<file path="src/rtl/dpgc_pkg.sv">
package dpgc_pkg;

    // Pattern modes
    localparam logic [2:0] MODE_SEQUENTIAL  = 3'd0;
    localparam logic [2:0] MODE_ALTERNATING = 3'd1;
    localparam logic [2:0] MODE_PRIME       = 3'd2;
    localparam logic [2:0] MODE_LCG         = 3'd3;
    localparam logic [2:0] MODE_BLOCK       = 3'd4;

    // Register indexes (byte address / 4)
    localparam logic [2:0] REG_PATTERN_MODE    = 3'd0;
    localparam logic [2:0] REG_OFFSET_OR_SEED  = 3'd1;
    localparam logic [2:0] REG_BLOCK_SIZE      = 3'd2;
    localparam logic [2:0] REG_START_BLOCK     = 3'd3;
    localparam logic [2:0] REG_CHECKSUM_ENABLE = 3'd4;
    localparam logic [2:0] REG_PAYLOAD_LENGTH  = 3'd5;

    localparam logic [31:0] CRC_POLY      = 32'hEDB8_8320;
    localparam logic [31:0] CRC_ALL_ONES  = 32'hFFFF_FFFF;
    localparam logic [31:0] LCG_MUL       = 32'd1103515245;
    localparam logic [31:0] LCG_ADD       = 32'd12345;
    localparam logic [7:0]  ALT_EVEN      = 8'hAA;
    localparam logic [7:0]  ALT_ODD       = 8'h55;
    localparam logic [3:0]  PRIME_LAST    = 4'd11;
    localparam logic [15:0] MIN_BLOCK     = 16'd4;

    typedef enum logic [1:0] {
        KIND_PATTERN  = 2'd0,
        KIND_TRAILER  = 2'd1,
        KIND_PAST_END = 2'd2
    } t_kind;

    // Generator state that advances only on pattern bytes
    typedef struct packed {
        logic [31:0] lcg;
        logic [31:0] block_number;
        logic [15:0] byte_in_block;
        logic [3:0]  prime_index;
    } t_gen_state;

    // Twelve-entry prime cycle; out-of-range index falls back to the first
    function automatic logic [7:0] prime_value(input logic [3:0] idx);
        logic [7:0] v;
        case (idx)
            4'd0:    v = 8'd2;
            4'd1:    v = 8'd3;
            4'd2:    v = 8'd5;
            4'd3:    v = 8'd7;
            4'd4:    v = 8'd11;
            4'd5:    v = 8'd13;
            4'd6:    v = 8'd17;
            4'd7:    v = 8'd19;
            4'd8:    v = 8'd23;
            4'd9:    v = 8'd29;
            4'd10:   v = 8'd31;
            4'd11:   v = 8'd37;
            default: v = 8'd2;
        endcase
        return v;
    endfunction

endpackage

</file>
<file path="src/rtl/dpgc_pattern.sv">
// Next pattern byte and the generator state after it
module dpgc_pattern (
    input  logic [2:0]            i_mode,
    input  logic [31:0]           i_offset,
    input  logic [15:0]           i_block_size,
    input  logic [31:0]           i_pos,
    input  dpgc_pkg::t_gen_state  i_state,
    output logic [7:0]            o_value,
    output dpgc_pkg::t_gen_state  o_state
);

    logic [15:0] block_size_eff;
    logic [16:0] bib_inc;
    logic [31:0] lcg_next;
    logic [7:0]  block_value;

    assign block_size_eff = (i_block_size < dpgc_pkg::MIN_BLOCK) ? dpgc_pkg::MIN_BLOCK
                                                                  : i_block_size;
    assign bib_inc  = {1'b0, i_state.byte_in_block} + 17'd1;
    assign lcg_next = i_state.lcg * dpgc_pkg::LCG_MUL + dpgc_pkg::LCG_ADD;

    // Block header holds the block number little endian
    always_comb begin
        if (i_state.byte_in_block < 16'd4) begin
            case (i_state.byte_in_block[1:0])
                2'd0:    block_value = i_state.block_number[7:0];
                2'd1:    block_value = i_state.block_number[15:8];
                2'd2:    block_value = i_state.block_number[23:16];
                2'd3:    block_value = i_state.block_number[31:24];
                default: block_value = 8'd0;
            endcase
        end else begin
            block_value = i_state.block_number[7:0] + i_state.byte_in_block[7:0];
        end
    end

    always_comb begin
        o_state = i_state;
        o_value = 8'd0;
        case (i_mode)
            dpgc_pkg::MODE_SEQUENTIAL: begin
                o_value = i_offset[7:0] + i_pos[7:0];
            end
            dpgc_pkg::MODE_ALTERNATING: begin
                o_value = i_pos[0] ? dpgc_pkg::ALT_ODD : dpgc_pkg::ALT_EVEN;
            end
            dpgc_pkg::MODE_PRIME: begin
                o_value = dpgc_pkg::prime_value(i_state.prime_index);
                o_state.prime_index = (i_state.prime_index >= dpgc_pkg::PRIME_LAST) ? 4'd0
                                      : i_state.prime_index + 4'd1;
            end
            dpgc_pkg::MODE_LCG: begin
                o_value     = lcg_next[23:16];
                o_state.lcg = lcg_next;
            end
            dpgc_pkg::MODE_BLOCK: begin
                o_value = block_value;
                if (bib_inc >= {1'b0, block_size_eff}) begin
                    o_state.byte_in_block = 16'd0;
                    o_state.block_number  = i_state.block_number + 32'd1;
                end else begin
                    o_state.byte_in_block = bib_inc[15:0];
                end
            end
            default: begin
                o_value = 8'd0;
            end
        endcase
    end

endmodule

</file>
<file path="config.mk">
export PLATFORM = sky130hd
export DESIGN_NAME = dpgc_pattern
export DESIGN_NICKNAME = d
export VERILOG_FILES = /design/src/rtl/dpgc_pkg.sv /design/src/rtl/dpgc_pattern.sv
export SDC_FILE = /design/constraint.sdc
export NUM_CORES = 1
export LEC_CHECK = 0
export ABC_AREA = 1
export BUFFER_PORTS_ARGS = -buffer_cell sky130_fd_sc_hd__buf_2
export CAP_MARGIN = 20
export CORE_MARGIN = 3
export CORE_UTILIZATION = 60
export DETAILED_ROUTE_END_ITERATION = 12
export GPL_ROUTABILITY_DRIVEN = 0
export GPL_TIMING_DRIVEN = 1
export PLACE_DENSITY = 0.83
export SYNTH_ARGS = -nofsm -noshare
export SYNTH_HDL_FRONTEND = slang
export SYNTH_SLANG_ARGS = --single-unit
</file>
<file path="constraint.sdc">
create_clock -name vclk -period 8.4
set_input_delay 0.84 -clock vclk [all_inputs]
set_output_delay 0.84 -clock vclk [all_outputs]
set_load 0.01 [all_outputs]
</file>
; Word level (Yosys, flattened, before mapping)
; Memory sizes are Yosys's and may differ from the RTL's.
; Cells that the tools add are included.
[op_classes]
n_addsub = 6
n_mul = 1
order_cmp = 4
n_eq_ne = 7
muxes = 11
n_reduce_logical = 2
[op_table]
columns = op, n
row1 = 32-bit two-way mux, 2
row2 = 48-bit two-way mux, 1
row3 = 8-bit one-hot mux with 5 select lines, 1
row4 = "32-bit by 1-bit adder with 32-bit output, second input constant", 1
row5 = "32-bit by 14-bit adder with 32-bit output, second input constant", 1
row6 = "16-bit by 3-bit < comparator with 1-bit output, second input constant", 2
row7 = "32-bit by 31-bit multiplier with 32-bit output, second input constant", 1
row8 = 16-bit two-way mux, 2
row9 = 8-bit one-hot mux with 4 select lines, 1
row10 = "16-bit by 1-bit adder with 17-bit output, second input constant", 1
row11 = 17-bit by 16-bit >= comparator with 1-bit output, 1
row12 = 8-bit adder, 2
row13 = 8-bit two-way mux, 2
row14 = 4-bit two-way mux, 2
row15 = "3-bit by 2-bit == test with 1-bit output, second input constant", 2
row16 = "4-bit by 1-bit adder with 4-bit output, second input constant", 1
row17 = "2-bit == test, second input constant", 2
row18 = "4-bit >= comparator, second input constant", 1
row19 = "3-bit by 1-bit == test with 1-bit output, second input constant", 1
row20 = "3-bit == test, second input constant", 1
row21 = 3-bit zero test, 1
row22 = "2-bit by 1-bit == test with 1-bit output, second input constant", 1
row23 = 2-bit zero test, 1
[totals]
ff_bits = 0
romBits = 96
memories = 1
[memory_table]
columns = name, depth, word_bits, read_ports, rd_ports_with_merged_regs, write_ports, line
row1 = (name not given), 16, 6, 1, 0, 0, dpgc_pkg.sv:44  ; case (idx)

; Depth between registers and ports, before layout
[depth]
ltp_word = 5
mapped_depth = 29
mapped_depth_nobuf = 29

; Worst setup path before layout
; No wires, ideal clock.
[synth_path]
path_kind = input port to output port
start = input i_state[58] (netlist bit)
end = output o_state[82] (netlist bit)
t_arrival_ps = 6306
t_required_ps = 7560
path_slack_ps = 1254
stages = 25
n_path_buf = 0
cell_sequence = ha_1 > fa_1 > fa_1 > inv_1 > fa_1 > inv_1 > fa_1 > inv_1 > fa_1 > inv_1 > fa_1 > inv_1 > fa_1 > inv_1 > ha_1 > nand2_1 > nor2_1 > inv_1 > nor3_1 > nand3_1 > nand3_1 > nand2_1 > inv_1 > o21ai_0 > a31oi_1
[synth_lines]
columns = element, line
row1 = start: declaration, dpgc_pattern.sv:7  ; input dpgc_pkg::t_gen_state i_state,
row2 = end: declaration, dpgc_pattern.sv:9  ; output dpgc_pkg::t_gen_state o_state

; Final worst setup path
[layout_path]
start = input i_state[57] (netlist bit)
end = output o_value[4]
[layout_between]
elab_chain_cells = 3
[layout_rtl]
columns = element, line
row1 = 32-bit by 31-bit multiplier with 32-bit output, dpgc_pattern.sv:20  ; assign lcg_next = i_state.lcg * dpgc_pkg::LCG_MUL + dpgc_pkg::LCG_ADD;
row2 = 32-bit by 14-bit adder with 32-bit output, dpgc_pattern.sv:20
row3 = 8-bit one-hot mux with 5 select lines, dpgc_pattern.sv:40  ; case (i_mode)
row4 = end: declaration, dpgc_pattern.sv:8  ; output logic [7:0] o_value,
; No other way between the ends.

==> impl_metrics.env <==
export IMPL_status="finished, final reports clean"
export IMPL_flops_and_latches=0
export IMPL_hold_class="in2out"
export IMPL_ff_latch_area_um2=0
export IMPL_synth_warnings=0
export IMPL_yosys_area_top_type="fa_1"
export IMPL_nNetsFinal=2782
export IMPL_die_height_um=159
export IMPL_finalSetupViolations=0
export IMPL_rows=55
export IMPL_place_area_mm2=0.0153
export IMPL_synth_cell_types=47
export IMPL_crit_arrival_ps=7290
export IMPL_dieWidth_um=159
export IMPL_post_route_period_util=0.968
export IMPL_critPathCaptureType="output pin"
export IMPL_tns_ps=0
export IMPL_cap_violations=0
export IMPL_slew_viol_final=0
export IMPL_critPathKind="in2out"
export IMPL_crit_path_max_fanout=8
export IMPL_rsz0062_at_grt="false"
export IMPL_avgSynthCellArea_um2=7.03
export IMPL_initial_core_util=0.615
export IMPL_syn_to_final_growth_pct=9.44
export IMPL_clkbuf_count=0
export IMPL_synth_nets=2595
export IMPL_worstHoldStart="i_state[51]"
export IMPL_diodes=0
export IMPL_wl_per_cell_um=16.7
export IMPL_startpoint="i_state[57]"
export IMPL_fin_worst_hold_slack_ps=1990
export IMPL_hpwlAfterDp_mm=36.9
export IMPL_stdcell_area_mm2=0.0153
export IMPL_drtIter0Drc=1252
export IMPL_cts_hold_buffers=0
export IMPL_yosys_area_top_type_share=0.273
export IMPL_ioPinCount=259
export IMPL_avgViaCountPerCell=5.50
export IMPL_wirelength_mm=41.6
export IMPL_startpoint_type="input port"
export IMPL_core_area_mm2=0.0228
export IMPL_drive_gt1_frac=0.119
export IMPL_num_vias=13700
export IMPL_fp_dieArea_mm2=0.0252
export IMPL_finalHoldViolations=0
export IMPL_tightest_slew_ps=874
export IMPL_maxSlewHeadroom=0.417
export IMPL_synthCells=1991
export IMPL_required_ps=7560
export IMPL_syn_area_mm2=0.0140
export IMPL_max_clock_freq_ghz=0.123
export IMPL_min_period_ps=8130
export IMPL_postRouteAntennaNets=0
export IMPL_firstDrtPassIters=7
export IMPL_io_buffer_count=211
export IMPL_first_global_vias=13500
export IMPL_yosysSeqAreaShare=0
export IMPL_grt_pass1_wl_mm=67.0
export IMPL_drc=0
export IMPL_grt_use_total=0.323
export IMPL_yosys_top_cells_area="fa_1 (27%), ha_1 (22%), inv_1 (14%), nand2_1 (11%), o21ai_0 (3.3%)"
export IMPL_antenna_found_initial=0
export IMPL_globalRouteOverflowTotal=0
export IMPL_grt_max_degree=74
-- synth_stat cells (all sizes together), types with 2 or more instances --
master / n
inv: 535
nand2: 406
ha: 246
fa: 191
nand3: 109
o21ai: 100
nor2: 96
a21oi: 74
xor2: 50
nor3: 32
nand4: 24
xnor2: 21
clkbuf: 20
buf: 15
nor4: 11
a31oi: 8
nand3b: 7
or2: 7
o211ai: 5
o21bai: 5
o22ai: 5
a211oi: 4
a21boi: 3
a21o: 3
o31ai: 3
a221oi: 2
o2111ai: 2
o221ai: 2
-- critical path, cell delays in order --
cell and delay, ps:
buf_2 170, ha_1 410, xnor2_1 310, inv_1 120
ha_1 200, a21oi_1 240, fa_1 490, fa_1 560
inv_1 60, fa_1 460, ha_1 330, fa_1 550
inv_1 60, fa_1 530, inv_1 40, ha_1 370
a21oi_1 260, o21ai_0 150, a31oi_1 220, nand3_1 150
o21ai_0 300, buf_4 190, o2111ai_1 100, buf_2 160
-- cells by family after synthesis --
| family | count (synthesis) | synth area share |
|---|---|---|
| xor+xnor | 71 | 0.0444 |
| fa+ha+maj | 437 | 0.493 |
| simple gates | 694 | 0.219 |
| compound gates | 218 | 0.0856 |
| buf+inv | 571 | 0.158 |
-- metrics by stage --
| stage | util | setup WS (ps) | instances |
|---|---|---|---|
| 3_5_place_dp | 0.673 | 318 | 2488 |
| 3_3_place_gp | 0.673 | 424 | 2488 |
| 2_1_floorplan | - | 1250 | 1991 |
| 4_1_cts | 0.673 | 305 | 2488 |
| 5_1_grt | 0.673 | 18.5 | 2489 |
| 6_report | 0.673 | 267 | 2489 |
-- timing repair --
item                       in CTS  in global routing
resized for setup               0                  1
setup endpoints to repair       0                  1
buffers inserted                0                  0
-- cell type report --
| type | count | area (µm²) |
|---|---|---|
| Inverter | 536 | 2010 |
| Timing Repair Buffer | 220 | 1120 |
| Tap cell | 313 | 392 |
| Fill cell | 1959 | 7450 |
| Multi-Input combinational cell | 1420 | 11800 |
-- layer usage --
metal  vias to the layer above  routed length (µm)  part of all wire  track usage
li1                       6516                   -                 -            -
met3                       111                4050             0.097       0.0561
met2                       675               18800              0.45        0.522
met1                      6390               17400              0.42        0.451
met4                         0                1410             0.034       0.0832
met5                         -                   0                 0            0
-- placed cells by master, fill, tap and decap left out, types with 3 or more instances in the layout --
master      n
inv_1     532
nand2_1   404
ha_1      246
buf_2     211
fa_1      191
nor2_1     95
o21ai_0    92
nand3_1    87
a21oi_1    74
xor2_1     50
nor3_1     28
nand4_1    24
nand3_2    22
xnor2_1    21
nor4_1     11
a31oi_1     8
buf_4       8
or2_2       7
nand3b_1    7
o21ai_1     7
o22ai_1     5
o211ai_1    5
o21bai_1    5
a211oi_1    4
a21o_1      3
inv_2       3
o31ai_1     3
a21boi_0    3
-- final timing paths --
check,cells after the start,end,slack (ps)
max,24,o_value[4],270
min,4,o_state[51],1990
Power is left out: the tool's default activity adds up to more than one toggle a clock period on the data nets, which glitch-free logic cannot reach.
